<file path="src/rtl/debounced_pulse_gate_counter_core_assert.svh">
// assertion macros for the rtl of the debounced pulse gate counter
// depends on nothing; included inside module bodies
`ifndef DEBOUNCED_PULSE_GATE_COUNTER_CORE_ASSERT_SVH
`define DEBOUNCED_PULSE_GATE_COUNTER_CORE_ASSERT_SVH

// condition holds on every clock outside reset
`define DPGC_ASSERT_ALWAYS(lbl, clk, rst, cond) \
   lbl: assert property (@(posedge clk) disable iff (rst) (cond)) \
      else $error("assertion failed: invariant");

// same-cycle implication
`define DPGC_ASSERT_IMPL(lbl, clk, rst, ante, cons) \
   lbl: assert property (@(posedge clk) disable iff (rst) (ante) |-> (cons)) \
      else $error("assertion failed: implication");

// next-cycle implication
`define DPGC_ASSERT_NEXT(lbl, clk, rst, ante, cons) \
   lbl: assert property (@(posedge clk) disable iff (rst) (ante) |=> (cons)) \
      else $error("assertion failed: next-cycle implication");

`endif

</file>
<file path="src/rtl/dpgc_pkg.sv">
// types and constants of the debounced pulse gate counter
// depends on nothing
`default_nettype none

package dpgc_pkg;

   localparam int PULSE_W  = 16;
   localparam int GATE_W   = 16;
   localparam int SETTLE_W = 8;
   localparam int CSR_W    = 16;
   localparam int CSR_IDX_W = 1;

   localparam logic [CSR_IDX_W-1:0] REG_GATE_LIMIT     = 1'b0;
   localparam logic [CSR_IDX_W-1:0] REG_DEBOUNCE_TICKS = 1'b1;

   localparam logic [GATE_W-1:0]   GATE_LIMIT_RST     = 16'd999;
   localparam logic [SETTLE_W-1:0] DEBOUNCE_TICKS_RST = 8'd2;

   localparam logic [GATE_W-1:0]   GATE_MAX   = '1;
   localparam logic [SETTLE_W-1:0] SETTLE_MAX = '1;

   typedef enum logic [5:0] {
      PH_IDLE = 6'b000001,
      PH_INIT = 6'b000010,
      PH_FALL = 6'b000100,
      PH_DEB1 = 6'b001000,
      PH_RISE = 6'b010000,
      PH_DEB2 = 6'b100000
   } phase_type;

   typedef struct packed {
      phase_type           phase;
      logic [PULSE_W-1:0]  pulses;
      logic [GATE_W-1:0]   gate_ticks;
      logic [SETTLE_W-1:0] settle_ticks;
      logic                window_done;
   } state_type;

endpackage

`default_nettype wire

</file>
<file path="src/rtl/dpgc_if.sv">
// request and response channel interfaces of the debounced pulse gate counter
// depends on dpgc_pkg
`default_nettype none

interface dpgc_req_if;
   logic valid;
   logic ready;
   logic cmd;
   logic pin_level;

   modport source (output valid, output cmd, output pin_level, input ready);
   modport sink   (input valid, input cmd, input pin_level, output ready);
endinterface

interface dpgc_rsp_if;
   logic                        valid;
   logic                        ready;
   logic [dpgc_pkg::PULSE_W-1:0] pulse_total;
   logic                        sample_done;

   modport source (output valid, output pulse_total, output sample_done, input ready);
   modport sink   (input valid, input pulse_total, input sample_done, output ready);
endinterface

`default_nettype wire

</file>
<file path="src/rtl/dpgc_tick.sv">
// next-state logic for one request: start command or timer tick
// depends on dpgc_pkg
`default_nettype none

module dpgc_tick (
   input  dpgc_pkg::state_type                  state_cur,
   input  logic                                 cmd,
   input  logic                                 pin_level,
   input  logic [dpgc_pkg::GATE_W-1:0]          gate_limit,
   input  logic [dpgc_pkg::SETTLE_W-1:0]        debounce_ticks,
   output dpgc_pkg::state_type                  state_nxt
);
   import dpgc_pkg::*;

   state_type st;
   logic      settle_hit;

   always_comb begin
      st = state_cur;
      settle_hit = 1'b0;
      if (cmd) begin
         st.phase       = PH_INIT;
         st.window_done = 1'b0;
      end else begin
         if (st.settle_ticks != SETTLE_MAX) begin
            st.settle_ticks = st.settle_ticks + SETTLE_W'(1);
         end
         if ((st.phase != PH_IDLE) && (st.gate_ticks != GATE_MAX)) begin
            st.gate_ticks = st.gate_ticks + GATE_W'(1);
         end
         // gate window closes
         if (st.gate_ticks > gate_limit) begin
            st.gate_ticks  = '0;
            st.phase       = PH_IDLE;
            st.window_done = 1'b1;
         end
         settle_hit = (st.settle_ticks == debounce_ticks);
         unique case (st.phase)
            PH_INIT: begin
               st.pulses     = '0;
               st.gate_ticks = '0;
               st.phase      = PH_FALL;
            end
            PH_FALL: begin
               if (!pin_level) begin
                  st.settle_ticks = '0;
                  st.phase        = PH_DEB1;
               end
            end
            PH_DEB1: begin
               if (settle_hit) begin
                  if (pin_level) begin
                     st.phase = PH_FALL;
                  end else begin
                     st.pulses = st.pulses + PULSE_W'(1);
                     st.phase  = PH_RISE;
                  end
               end
            end
            PH_RISE: begin
               if (pin_level) begin
                  st.settle_ticks = '0;
                  st.phase        = PH_DEB2;
               end
            end
            PH_DEB2: begin
               if (settle_hit) begin
                  st.phase = pin_level ? PH_FALL : PH_RISE;
               end
            end
            default: begin
               // idle: the phase machine does nothing
            end
         endcase
      end
      state_nxt = st;
   end

endmodule

`default_nettype wire

</file>
<file path="src/rtl/debounced_pulse_gate_counter_core.sv">
// top level of the debounced pulse gate counter: handshake, state, registers
// depends on dpgc_pkg, dpgc_if, dpgc_tick and the assertion macro header
`default_nettype none

//  channel  | dir | handshake     | payload
//  ---------+-----+---------------+-------------------------------------
//  req_ch   | in  | valid / ready | cmd, pin_level
//  rsp_ch   | out | valid / ready | pulse_total[15:0], sample_done
//  csr_*    | in  | csr_we        | csr_index[0:0], csr_wdata[15:0]
//
//  each request passes through the input register and then the response
//  register; one request per cycle sustained unless the response stalls
//  the state update sits between the two registers, so back-to-back requests
//  see each other's state with no bubble
//  reset is synchronous and clears all control state and the window state
//  a stalled response holds; the input register still fills behind it

module debounced_pulse_gate_counter_core (
   input  logic                               clock,
   input  logic                               reset,
   dpgc_req_if.sink                           req_ch,
   dpgc_rsp_if.source                         rsp_ch,
   input  logic                               csr_we,
   input  logic [dpgc_pkg::CSR_IDX_W-1:0]     csr_index,
   input  logic [dpgc_pkg::CSR_W-1:0]         csr_wdata
);
   import dpgc_pkg::*;

   `include "debounced_pulse_gate_counter_core_assert.svh"

   // configuration registers
   logic [GATE_W-1:0]   gate_limit_ff;
   logic [SETTLE_W-1:0] debounce_ticks_ff;

   // input register
   logic s1_valid_ff, s1_valid_in;
   logic s1_cmd_ff;
   logic s1_pin_ff;

   // window state and response register
   state_type           state_ff, state_nxt;
   logic                out_valid_ff, out_valid_in;
   logic [PULSE_W-1:0]  out_pulses_ff;
   logic                out_done_ff;

   logic advance;   // input register moves into the response register
   logic take;      // request accepted this cycle

   assign advance = !out_valid_ff || rsp_ch.ready;
   assign req_ch.ready = !s1_valid_ff || advance;
   assign take = req_ch.valid && req_ch.ready;

   assign s1_valid_in  = take ? 1'b1 : (advance ? 1'b0 : s1_valid_ff);
   assign out_valid_in = advance ? s1_valid_ff : out_valid_ff;

   // configuration writes
   always_ff @(posedge clock) begin
      if (reset) begin
         gate_limit_ff     <= GATE_LIMIT_RST;
         debounce_ticks_ff <= DEBOUNCE_TICKS_RST;
      end else if (csr_we) begin
         unique case (csr_index)
            REG_GATE_LIMIT:     gate_limit_ff     <= csr_wdata[GATE_W-1:0];
            REG_DEBOUNCE_TICKS: debounce_ticks_ff <= csr_wdata[SETTLE_W-1:0];
            default: begin
            end
         endcase
      end
   end

   // input register
   always_ff @(posedge clock) begin
      if (reset) begin
         s1_valid_ff <= 1'b0;
      end else begin
         s1_valid_ff <= s1_valid_in;
      end
      if (take) begin
         s1_cmd_ff <= req_ch.cmd;
         s1_pin_ff <= req_ch.pin_level;
      end
   end

   // one request worth of state update
   dpgc_tick u_tick (
      .state_cur      (state_ff),
      .cmd            (s1_cmd_ff),
      .pin_level      (s1_pin_ff),
      .gate_limit     (gate_limit_ff),
      .debounce_ticks (debounce_ticks_ff),
      .state_nxt      (state_nxt)
   );

   // state and response register; state only moves when a request completes
   always_ff @(posedge clock) begin
      if (reset) begin
         state_ff.phase        <= PH_INIT;
         state_ff.pulses       <= '0;
         state_ff.gate_ticks   <= '0;
         state_ff.settle_ticks <= '0;
         state_ff.window_done  <= 1'b0;
         out_valid_ff          <= 1'b0;
      end else begin
         out_valid_ff <= out_valid_in;
         if (advance && s1_valid_ff) begin
            state_ff <= state_nxt;
         end
      end
      if (advance && s1_valid_ff) begin
         out_pulses_ff <= state_nxt.pulses;
         out_done_ff   <= state_nxt.window_done;
      end
   end

   assign rsp_ch.valid       = out_valid_ff;
   assign rsp_ch.pulse_total = out_pulses_ff;
   assign rsp_ch.sample_done = out_done_ff;

   // a waiting request is never dropped while the response stalls
   `DPGC_ASSERT_NEXT(a_hold_s1, clock, reset,
      s1_valid_ff && out_valid_ff && !rsp_ch.ready, s1_valid_ff)
   // an empty input register always takes a request
   `DPGC_ASSERT_IMPL(a_ready_empty, clock, reset, !s1_valid_ff, req_ch.ready)
   // a closed window stays idle until a start command
   `DPGC_ASSERT_IMPL(a_done_idle, clock, reset,
      state_ff.window_done, state_ff.phase == PH_IDLE)
   // a start command opens the init phase with done cleared
   `DPGC_ASSERT_NEXT(a_start, clock, reset,
      s1_valid_ff && s1_cmd_ff && advance,
      state_ff.phase == PH_INIT && !state_ff.window_done)

endmodule

`default_nettype wire

</file>
<file path="src/flat_wrapper.sv">
// flat-port wrapper written by rule: the top's interface ports become plain ports
module debounced_pulse_gate_counter_core_flat import dpgc_pkg::*;
  (clock, reset, csr_we, csr_index, csr_wdata, req_ch_valid, req_ch_cmd, req_ch_pin_level, req_ch_ready, rsp_ch_valid, rsp_ch_pulse_total, rsp_ch_sample_done, rsp_ch_ready);
  dpgc_req_if req_ch_i ();
  dpgc_rsp_if rsp_ch_i ();
  input  logic clock;
  input  logic reset;
  input  logic csr_we;
  input  logic [dpgc_pkg::CSR_IDX_W-1:0] csr_index;
  input  logic [dpgc_pkg::CSR_W-1:0] csr_wdata;
  input wire logic [$bits(req_ch_i.valid)-1:0] req_ch_valid;
  input wire logic [$bits(req_ch_i.cmd)-1:0] req_ch_cmd;
  input wire logic [$bits(req_ch_i.pin_level)-1:0] req_ch_pin_level;
  output wire logic [$bits(req_ch_i.ready)-1:0] req_ch_ready;
  output wire logic [$bits(rsp_ch_i.valid)-1:0] rsp_ch_valid;
  output wire logic [$bits(rsp_ch_i.pulse_total)-1:0] rsp_ch_pulse_total;
  output wire logic [$bits(rsp_ch_i.sample_done)-1:0] rsp_ch_sample_done;
  input wire logic [$bits(rsp_ch_i.ready)-1:0] rsp_ch_ready;
  assign req_ch_i.valid = req_ch_valid;
  assign req_ch_i.cmd = req_ch_cmd;
  assign req_ch_i.pin_level = req_ch_pin_level;
  assign req_ch_ready = req_ch_i.ready;
  assign rsp_ch_valid = rsp_ch_i.valid;
  assign rsp_ch_pulse_total = rsp_ch_i.pulse_total;
  assign rsp_ch_sample_done = rsp_ch_i.sample_done;
  assign rsp_ch_i.ready = rsp_ch_ready;
  debounced_pulse_gate_counter_core u_core (.clock(clock), .reset(reset), .req_ch(req_ch_i), .rsp_ch(rsp_ch_i), .csr_we(csr_we), .csr_index(csr_index), .csr_wdata(csr_wdata));
endmodule
</file>
<file path="config.mk">
export PLATFORM = sky130hd
export DESIGN_NAME = debounced_pulse_gate_counter_core_flat
export DESIGN_NICKNAME = d
export VERILOG_FILES = /design/src/rtl/dpgc_pkg.sv /design/src/rtl/dpgc_if.sv /design/src/rtl/dpgc_tick.sv /design/src/rtl/debounced_pulse_gate_counter_core.sv /design/src/flat_wrapper.sv
export VERILOG_INCLUDE_DIRS = /design/src /design/src/rtl
export SDC_FILE = /design/constraint.sdc
export NUM_CORES = 1
export LEC_CHECK = 0
export ABC_AREA = 0
export ABC_CLOCK_PERIOD_IN_PS = 12170
export BUFFER_PORTS_ARGS = -buffer_cell sky130_fd_sc_hd__clkbuf_2
export CAP_MARGIN = 10
export CORE_AREA = 2 2 95 97
export CTS_CLUSTER_DIAMETER = 200
export DETAILED_ROUTE_END_ITERATION = 8
export DIE_AREA = 0 0 97 99
export PLACE_DENSITY = 0.82
export SLEW_MARGIN = 15
export SYNTH_ARGS = -nofsm -noshare
export SYNTH_HDL_FRONTEND = slang
export SYNTH_SLANG_ARGS = --single-unit
export TNS_END_PERCENT = 5
</file>
<file path="constraint.sdc">
create_clock -name clock -period 12.17 [get_ports clock]
set_input_delay 3.651 -clock clock [delete_from_list [all_inputs] [get_ports clock]]
set_output_delay 3.651 -clock clock [all_outputs]
set_load 0.02 [all_outputs]
</file>
## Word-level counts from Yosys, hierarchy flattened

Cells that the tools add are included.

| storage, ports and cells | value |
|---|---|
| memory bits (read-only) | 0 |
| memory bits (writable) | 0 |
| register bits | 92 |
| memories | 0 |
| input port bits | 24 |
| logic and storage cells | 64 |
| bits in latches | 0 |

| operators by class | value |
|---|---|
| reduce and logical (&&, ||, !) cells | 11 |
| bitwise operators | 2 |
| multipliers | 0 |
| div/mod/pow operators | 0 |
| shifts and indexed selects | 0 |
| $add $sub $neg | 3 |
| $lt $le $gt $ge | 1 |
| equality and inequality tests | 9 |
| mux-type cells | 25 |

Operator list:

| operator | count |
|---|---|
| 16-bit two-way mux | 5 |
| 40-bit two-way mux | 1 |
| 6-bit two-way mux | 6 |
| 16-bit by 1-bit adder with 16-bit output, second input constant | 2 |
| 8-bit two-way mux | 4 |
| 16-bit case mux with 2 select lines | 1 |
| 6-bit case mux with 5 select lines | 1 |
| 22-bit two-way mux | 1 |
| 16-bit greater-than comparator | 1 |
| 16-bit inequality test, second input constant | 1 |
| 8-bit case mux with 2 select lines | 1 |
| 8-bit by 1-bit adder with 8-bit output, second input constant | 1 |
| 8-bit == test | 1 |
| 8-bit inequality test, second input constant | 1 |
| 6-bit by 2-bit == test with 1-bit output, second input constant | 1 |
| 6-bit by 3-bit == test with 1-bit output, second input constant | 1 |
| 6-bit by 4-bit == test with 1-bit output, second input constant | 1 |
| 6-bit by 5-bit == test with 1-bit output, second input constant | 1 |
| 6-bit == test, second input constant | 1 |
| 6-bit by 1-bit inequality test with 1-bit output, second input constant | 1 |
| 2-bit AND reduction | 3 |
| 5-bit two-way mux | 1 |
| 1-bit two-way mux | 4 |
| 1-bit logical AND | 3 |
| other kinds (4) | 7 |

## Depth between registers and ports, before layout

Gate-level depths: netlist of the first run.

| depth | value |
|---|---|
| depth in word-level cells | 10 |
| mapped depth | 18 |

## Hierarchy

Synthesis of the first run repeated with hierarchy kept, for this count alone.

| second synthesis, totals | value |
|---|---|
| cell total of the unflattened synthesis | 750 |
| area total of the unflattened synthesis | 6258.5 µm² |

Modules (own cells, without submodules):

| module | instances | area an instance (µm²) | cells each |
|---|---|---|---|
| debounced_pulse_gate_counter_core | 1 | 3654.8 | 340 |
| dpgc_tick | 1 | 2603.7 | 410 |

## Worst setup path before layout of the first run

OpenSTA, ideal clock, no wires.

| timing | value |
|---|---|
| path type | input -> output |
| start point | input rsp_ch_ready |
| end point | output req_ch_ready |
| data required time | 8519 ps |
| stages on the path | 2 |
| path buffers | 0 |
| path slack | 4516 ps |
| arrival time | 4003 ps |
| cell sequence | nor2b_1 > nand2_1 |

| on the way | value |
|---|---|
| longest elaborated chain between the ends | 2 |

RTL lines:

| item | RTL line | source |
|---|---|---|
| from (decl) | flat_wrapper.sv:18 | `input wire logic [$bits(rsp_ch_i.ready)-1:0] rsp_ch_ready;` |
| 1-bit logical OR | debounced_pulse_gate_counter_core.sv:49 | `assign advance = !out_valid_ff \|\| rsp_ch.ready;` |
| 1-bit logical OR | debounced_pulse_gate_counter_core.sv:50 | `assign req_ch.ready = !s1_valid_ff \|\| advance;` |
| to (decl) | flat_wrapper.sv:14 | `output wire logic [$bits(req_ch_i.ready)-1:0] req_ch_ready;` |

No other way between the ends.

## Final worst setup path of the first run

Ends and elaborated chain as after synthesis.

==> results of run 1 <==
[metal layers]
metal / global-route usage [%] / up-vias / part of all wire, %
li1: - / 2503 / -
met5: 0 / - / 0
met4: 9.32 / 0 / 1.9
met1: 34.1 / 2414 / 43
met3: 4.18 / 24 / 5.5
met2: 45.7 / 164 / 49
[through the flow]
stage | hold slack, ns | cell area (sq um) | total power [W]
3_3_place_gp | 0.446 | 5580 | 0.000392
5_1_grt | 0.490 | 5740 | 0.000595
2_1_floorplan | 0.436 | 5410 | 0.000377
6_report | 0.460 | 5740 | 0.000572
4_1_cts | 0.465 | 5740 | 0.000574
3_5_place_dp | 0.452 | 5580 | 0.000394
[worst max path at each step]
stage / start / endpoint / slack (ns)
floorplan: rsp_ch_ready / req_ch_ready / 4.52
global placement: rsp_ch_ready / req_ch_ready / 4.37
detailed placement: rsp_ch_ready / req_ch_ready / 4.31
CTS: rsp_ch_ready / req_ch_ready / 4.30
global route: rsp_ch_ready / req_ch_ready / 4.20
finish: rsp_ch_ready / req_ch_ready / 4.31
[power groups by stage]
stage / registers (W) / logic [W] / clock network (W)
after CTS: 0.000326 / 0.0000618 / 0.000186
after detailed placement: 0.000333 / 0.0000615 / 0
after global placement: 0.000332 / 0.0000595 / 0
after floorplan: 0.000333 / 0.0000442 / 0
final: 0.000326 / 0.0000621 / 0.000184
after global routing: 0.000327 / 0.0000696 / 0.000198
[cell families (layout without fill, tap and decap cells)]
family	after synthesis	count (layout)	share of synthesized area, %
AOI/OAI and AO/OA	197	197	23.3
adders and majority gates	19	19	4.40
xor gates and xnor gates	20	20	3.24
buffers and inverters	76	90	5.74
muxes	1	1	0.208
DFF	92	92	37.6
and+or+nand+nor	274	274	25.6
[worst register-to-register path, stage by stage (launching register included)]
cell,delay (ns)
dfxtp_1,0.45
and4_1,0.32
nand4_1,0.12
o31ai_1,0.78
nor2_1,0.30
nand3_1,0.18
xnor2_1,0.18
ha_1,0.31
a21oi_1,0.15
nand2_1,0.06
a221oi_1,0.42
nand3_1,0.24
a21oi_1,0.65
nand4_2,0.34
or4_1,0.59
a31oi_1,0.16
[cells in the mapped netlist (2+ instances only)]
master | n | area (sq um)
nand2_1 | 89 | 334
edfxtp_1 | 19 | 571
xor2_1 | 6 | 52.6
a31oi_1 | 34 | 213
or4_1 | 5 | 37.5
buf_2 | 8 | 40.0
nand2b_1 | 8 | 50.1
nand3b_1 | 5 | 37.5
a22oi_1 | 13 | 97.6
o21ai_1 | 2 | 10.0
nor2_1 | 47 | 176
a311oi_1 | 2 | 17.5
o211ai_1 | 12 | 90.1
nor3b_1 | 3 | 22.5
dfxtp_1 | 73 | 1460
o21ai_0 | 36 | 180
o31ai_1 | 5 | 37.5
buf_4 | 4 | 30.0
and4_1 | 4 | 35.0
o21a_1 | 3 | 22.5
and2_1 | 6 | 37.5
clkbuf_1 | 34 | 128
xnor2_1 | 14 | 123
a41oi_1 | 6 | 52.6
nand4_1 | 12 | 75.1
or3_1 | 5 | 31.3
ha_1 | 19 | 238
a211o_1 | 2 | 17.5
nor2b_1 | 8 | 50.1
a21o_1 | 12 | 90.1
buf_1 | 2 | 7.51
nor3_1 | 20 | 100
and3_1 | 10 | 62.6
a32oi_1 | 2 | 17.5
nor4_1 | 6 | 37.5
a21oi_1 | 48 | 240
a211oi_1 | 7 | 52.6
inv_1 | 28 | 105
nand3_1 | 37 | 185
[cell type report]
class	count	area share [%]
Sequential cell	92	35.4
Timing Repair Buffer	46	4.19
Clock buffer	11	2.29
Clock inverter	5	0.501
Inverter	28	1.83
Multi-Input combinational cell	511	53.4
Tap cell	108	2.35
[state kept, by name, summed over array words and instances, names as in the netlist]
name,count
u_core.debounce_ticks_ff,8
u_core.gate_limit_ff,16
u_core.rsp_ch.pulse_total,16
u_core.s1_cmd_ff,1
u_core.s1_pin_ff,1
u_core.state_ff,47
u_core.s1_valid_ff,1
u_core.rsp_ch.sample_done,1
u_core.rsp_ch.valid,1
==> results.toml, run 1 <==
[finish]
drive_gt1_share_pct = 10.1
post-route-util_pct = 67.1
nets = 731
layout_commonest_cell = "nand2_1"
multi_input_area_sq_mm = 0.00307
insertedDiodeCount = 0
instances_no_fill = 801
syn2layout_area_growth_pct = 6.11
n_fill_cell = 724
most-common-layout-cells = "nand2_1, dfxtp_1, a21oi_1, nor2_1, clkbuf_2"
ff_latch_area_sq_mm = 0.00203

[placement]
hpwl_mm = 8.59
gp_congestion = 0.882
place_ws_ns = 4.31
port_buffers = 42
dp_cells = 785

[timing]
skew_ns = 0.00601
drv_slew = 0
min_period_ns = 7.86
fin_crit_sh_pct = 64.6
setup_viol = 0
hold_viol = 0
layout_setup_ws_ns = 4.31
rsz0062_at_grt = "false"
worst-slew-pin-transition_ns = 1.12
max_freq_mhz = 127
slew_headroom_pct = 25.1
tns_ns = 0

[floorplanning]
num_rows = 34
die_h_um = 99
fp.dieW_um = 97
die_area_sq_mm = 0.00960
initial_utilization_pct = 63.3
coreArea_sq_mm = 0.00855
ioPinCount = 43

[synth]
syn_nets = 722
ys.flop_type = "dfxtp_1"
synth_edf_count = 19
ys_ff_latch = 92
async_flop_share_pct = 0
postSynthCellCount = 679
yosysSeqAreaShare_pct = 37.6
synth_area_sq_mm = 0.00541
syn_avg_cell_area_sq_um = 7.97
ys_warn_count = 0
synthDistinctLibCells = 62

[cts]
path_clk_slew_ns = 0.09
cts_root_buf = "clkbuf_8"
cts_htree_levels = 3
post_cts_buffers = 0
cts-hold-fix-buffers = 0
post_cts_resized = 0
clock_path_buffers = 2
cts_tree = "built"
numCtsBuffers = 9
clkLatencyLatePin_ns = 0.36
cts_sinks = 92

[routing]
routed_wl_mm = 12.5
drt_iter0_markers = 303
first_pass_iters = 5
ant_nets = 0
wl_per_cell_um = 15.7
via_per_inst = 6.37
drt_drc_violations_left = 0
vias = 5105

[min_path]
holdPathStages = 2
hp-start = "u_core.gate_limit_ff[10]$_SDFFE_PP0P_"
hold_end = "u_core.gate_limit_ff[10]$_SDFFE_PP0P_"
hp-class = "reg -> reg"

[pwr]
internal_power_w = 0.000414
swShare_pct = 27.6
power.leakage_nw = 2.15
vdd_ir_drop_max_mv = 0.0674
clockPowerShare_pct = 32.1
p_comb_share_pct = 10.9
p_sw_w = 0.000158
pwr-share-seq_pct = 57.0
power.density_mw_per_mm2 = 99.6

[setup_path]
path_delay_family = "simple AND/OR/NAND/NOR gates"
critPathCaptureType = "primary output"
cp_common_cell = "clkbuf_2"
max_stage_delay_ns = 0.21
worstPathCellList = "clkbuf_2 -> nor2b_1 -> nand2_1 -> clkbuf_2"
required_ns = 8.52
rr_worst_depth = 15
slowest_stage = "nor2b_1"
startpoint_type = "input port"
ff2ff_setup_slack_ns = 6.85
crit_cells = 4
cp_max_fo = 4
reg2reg_from = "u_core.state_ff[15]$_SDFFE_PP0P_"
r2r_end = "u_core.state_ff[32]$_SDFFE_PP0P_"
arrival_ns = 4.21
crit_buf_inv = 2
path_class = "in -> out"

[grt]
grt_max_degree = 63
grt_pass1_vias = 4812
antenna_found_initial = 0
grt_pass1_wl_mm = 21.5
globalRouteTotalUtil_pct = 26.6
grt_overflow = 0

[outcome]
outcome = "complete, no violations"

[job]
cap_viol_max_count = 0
(Power assumes the default switching activity.)
==> run 2: changes to the inputs <==
--- a/config.mk
+++ b/config.mk
@@ -6,15 +6,15 @@
 export SDC_FILE = /design/constraint.sdc
 export NUM_CORES = 1
 export LEC_CHECK = 0
-export ABC_AREA = 0
-export ABC_CLOCK_PERIOD_IN_PS = 12170
+export ABC_AREA = 1
+export ABC_CLOCK_PERIOD_IN_PS = 7970
 export BUFFER_PORTS_ARGS = -buffer_cell sky130_fd_sc_hd__clkbuf_2
 export CAP_MARGIN = 10
-export CORE_AREA = 2 2 95 97
+export CORE_AREA = 2 2 97 99
 export CTS_CLUSTER_DIAMETER = 200
 export DETAILED_ROUTE_END_ITERATION = 8
-export DIE_AREA = 0 0 97 99
-export PLACE_DENSITY = 0.82
+export DIE_AREA = 0 0 99 101
+export PLACE_DENSITY = 0.77
 export SLEW_MARGIN = 15
 export SYNTH_ARGS = -nofsm -noshare
 export SYNTH_HDL_FRONTEND = slang
==> constraint.sdc (replaced) <==
create_clock -name clock -period 7.97 [get_ports clock]
set_input_delay 2.391 -clock clock [delete_from_list [all_inputs] [get_ports clock]]
set_output_delay 2.391 -clock clock [all_outputs]
set_load 0.02 [all_outputs]
==> results.toml, run 2 <==
[grt]
antenna_found_initial = 0
grt_pass1_vias = 4448
globalRouteTotalUtil_pct = 23.7
grt_overflow = 0
grt_max_degree = 42
grt_pass1_wl_mm = 19.4

[floorplanning]
ioPinCount = 43
coreArea_sq_mm = 0.00898
initial_utilization_pct = 58.1
die_area_sq_mm = 0.0100
num_rows = 35
fp.dieW_um = 99
die_h_um = 101

[timing]
drv_slew = 0
skew_ns = 0.00704
worst-slew-pin-transition_ns = 0.991
rsz0062_at_grt = "false"
tns_ns = 0
fin_crit_sh_pct = 65.2
max_freq_mhz = 192
hold_viol = 0
min_period_ns = 5.20
setup_viol = 0
slew_headroom_pct = 33.8

[min_path]
hp-class = "reg -> reg"
hold_end = "u_core.gate_limit_ff[3]$_SDFFE_PP0P_"
holdPathStages = 2
hp-start = "u_core.gate_limit_ff[3]$_SDFFE_PP0P_"

[setup_path]
path_delay_family = "buffers and inverters"
arrival_ns = 2.81
path_class = "in -> out"
reg2reg_from = "u_core.state_ff[9]$_SDFFE_PP0P_"
worstPathCellList = "clkbuf_2 -> inv_1 -> nand3_1 -> clkbuf_2"
required_ns = 5.58
startpoint_type = "input port"
r2r_end = "u_core.rsp_ch.pulse_total[5]$_DFFE_PP_"
rr_worst_depth = 25
crit_buf_inv = 3
cp_common_cell = "clkbuf_2"
slowest_stage = "clkbuf_2"
cp_max_fo = 3
ff2ff_setup_slack_ns = 2.98
max_stage_delay_ns = 0.18
critPathCaptureType = "primary output"

[pwr]
power.leakage_nw = 2.62
power.density_mw_per_mm2 = 168
vdd_ir_drop_max_mv = 0.0871

[finish]
drive_gt1_share_pct = 9.42
top_register = "u_core.state_ff"
layout_commonest_cell = "nand2_1"
largest_register_ffs = 47
most-common-layout-cells = "nand2_1, inv_1, dfxtp_1, a21oi_1, nand3_1"
post-route-util_pct = 63.2
multi_input_area_sq_mm = 0.00267
syn2layout_area_growth_pct = 8.75
insertedDiodeCount = 0
ff_latch_area_sq_mm = 0.00203
n_fill_cell = 810
nets = 813

[routing]
wl_per_cell_um = 12.8
first_pass_iters = 5
m1WireLength_mm = 5.04
routed.top_layer = "met4"
routed-wl-met3_um = 500
drt_iter0_markers = 311
routed_wl_mm = 11.3
ant_nets = 0
vias = 4784
via_per_inst = 5.40
drt_drc_violations_left = 0
wl_met2_mm = 5.46

[cts]
numCtsBuffers = 9
cts_root_buf = "clkbuf_8"
clock_path_buffers = 2
cts-hold-fix-buffers = 0
cts_htree_levels = 3
cts_sinks = 92
cts_tree = "built"
post_cts_buffers = 0
path_clk_slew_ns = 0.08
post_cts_resized = 0
clkLatencyLatePin_ns = 0.36

[synth]
syn_avg_cell_area_sq_um = 7.04
synth_top_cells_by_area = "dfxtp_1, nand2_1, edfxtp_1, inv_1, a21oi_1"
async_flop_share_pct = 0
ys_warn_count = 0
synth_common_cells = "nand2_1, inv_1, dfxtp_1"
synth_area_sq_mm = 0.00522
ys_ff_latch = 92
synth_area_leader_cell = "dfxtp_1"
synth_most_common_cell = "nand2_1"
yosysSeqAreaShare_pct = 38.9
ys.flop_type = "dfxtp_1"
postSynthCellCount = 741
syn_nets = 784
synthDistinctLibCells = 35
yosysTopAreaCellShare_pct = 28.0
synth_edf_count = 19

[placement]
hpwl_mm = 8.13
gp_congestion = 0.900
port_buffers = 42

[outcome]
outcome = "complete, no violations"

[job]
cap_viol_max_count = 0
## run 2: cell types whose count changed in the layout (fill, tap and decap cells not counted), moves of 10 or more
| cell | before | now |
|---|---|---|
| nand3_1 | 37 | 66 |
| nand4_1 | 12 | 23 |
| and3_1 | 10 | 0 |
| nor3_1 | 20 | 9 |
| a22oi_1 | 13 | 2 |
| a31oi_1 | 34 | 4 |
| a21oi_1 | 48 | 66 |
| nand2_1 | 89 | 173 |
| a21o_1 | 12 | 1 |
| inv_1 | 28 | 107 |
## run 2: worst reg2reg max path, delay by kind of cell, from the launching register on
kind,cells,cell delay [ns]
and+or+nand+nor,18,3.34
adders and majority gates,2,0.48
DFF,1,0.40
AOI/OAI and AO/OA,1,0.21
xor gates and xnor gates,1,0.15
buffers and inverters,3,0.18
## run 2: worst max-delay path by stage
stage	startpoint	slack, ns	cells after the start	to
floorplan	rsp_ch_ready	2.93	2	req_ch_ready
global placement	rsp_ch_ready	2.79	4	req_ch_ready
detailed placement	rsp_ch_ready	2.77	4	req_ch_ready
CTS	rsp_ch_ready	2.77	4	req_ch_ready
global route	u_core.state_ff[9]$_SDFFE_PP0P_	2.42	25	u_core.state_ff[26]$_SDFFE_PP0P_
finish	rsp_ch_ready	2.77	4	req_ch_ready
## run 2: cell families (layout without fill, tap and decap cells)
group | after synthesis | after routing | share of synthesized area [%]
AOI/OAI and AO/OA | 135 | 135 | 14.5
xor gates and xnor gates | 19 | 19 | 3.19
adders and majority gates | 19 | 19 | 4.55
buffers and inverters | 135 | 169 | 10.0
DFF | 92 | 92 | 38.9
and+or+nand+nor | 341 | 341 | 28.9
## run 2: metrics by stage
step	std cells	hold slack [ns]	total power [W]	cell area, sq um	setup slack [ns]
6_report	886	0.468	0.000953	5680	2.77
5_1_grt	886	0.501	0.000998	5680	2.42
4_1_cts	886	0.471	0.000959	5680	2.77
3_5_place_dp	870	0.460	0.000627	5470	2.77
3_3_place_gp	870	0.453	0.000623	5470	2.79
2_1_floorplan	741	0.435	0.000596	5220	2.93
## run 2: report_power, final
group | switching, W | leakage [nW] | internal, W
sequential | 0.0000137 | 0.779 | 0.000496
combinational | 0.0000719 | 1.75 | 0.0000351
clock | 0.000162 | 0.0990 | 0.000174
## run 2: metal layers
metal	up-vias	GRT usage [%]
li1	2496	-
met1	2135	28.7
met2	123	40.7
met3	30	4.44
met4	0	11.2
met5	-	0
## run 2: cell type report
class / count / area share, %
Clock inverter: 6 / 1.39
Sequential cell: 92 / 35.8
Tap cell: 111 / 2.45
Timing Repair Buffer: 44 / 3.97
Clock buffer: 10 / 2.25
Multi-Input combinational cell: 514 / 46.9
Inverter: 109 / 7.21
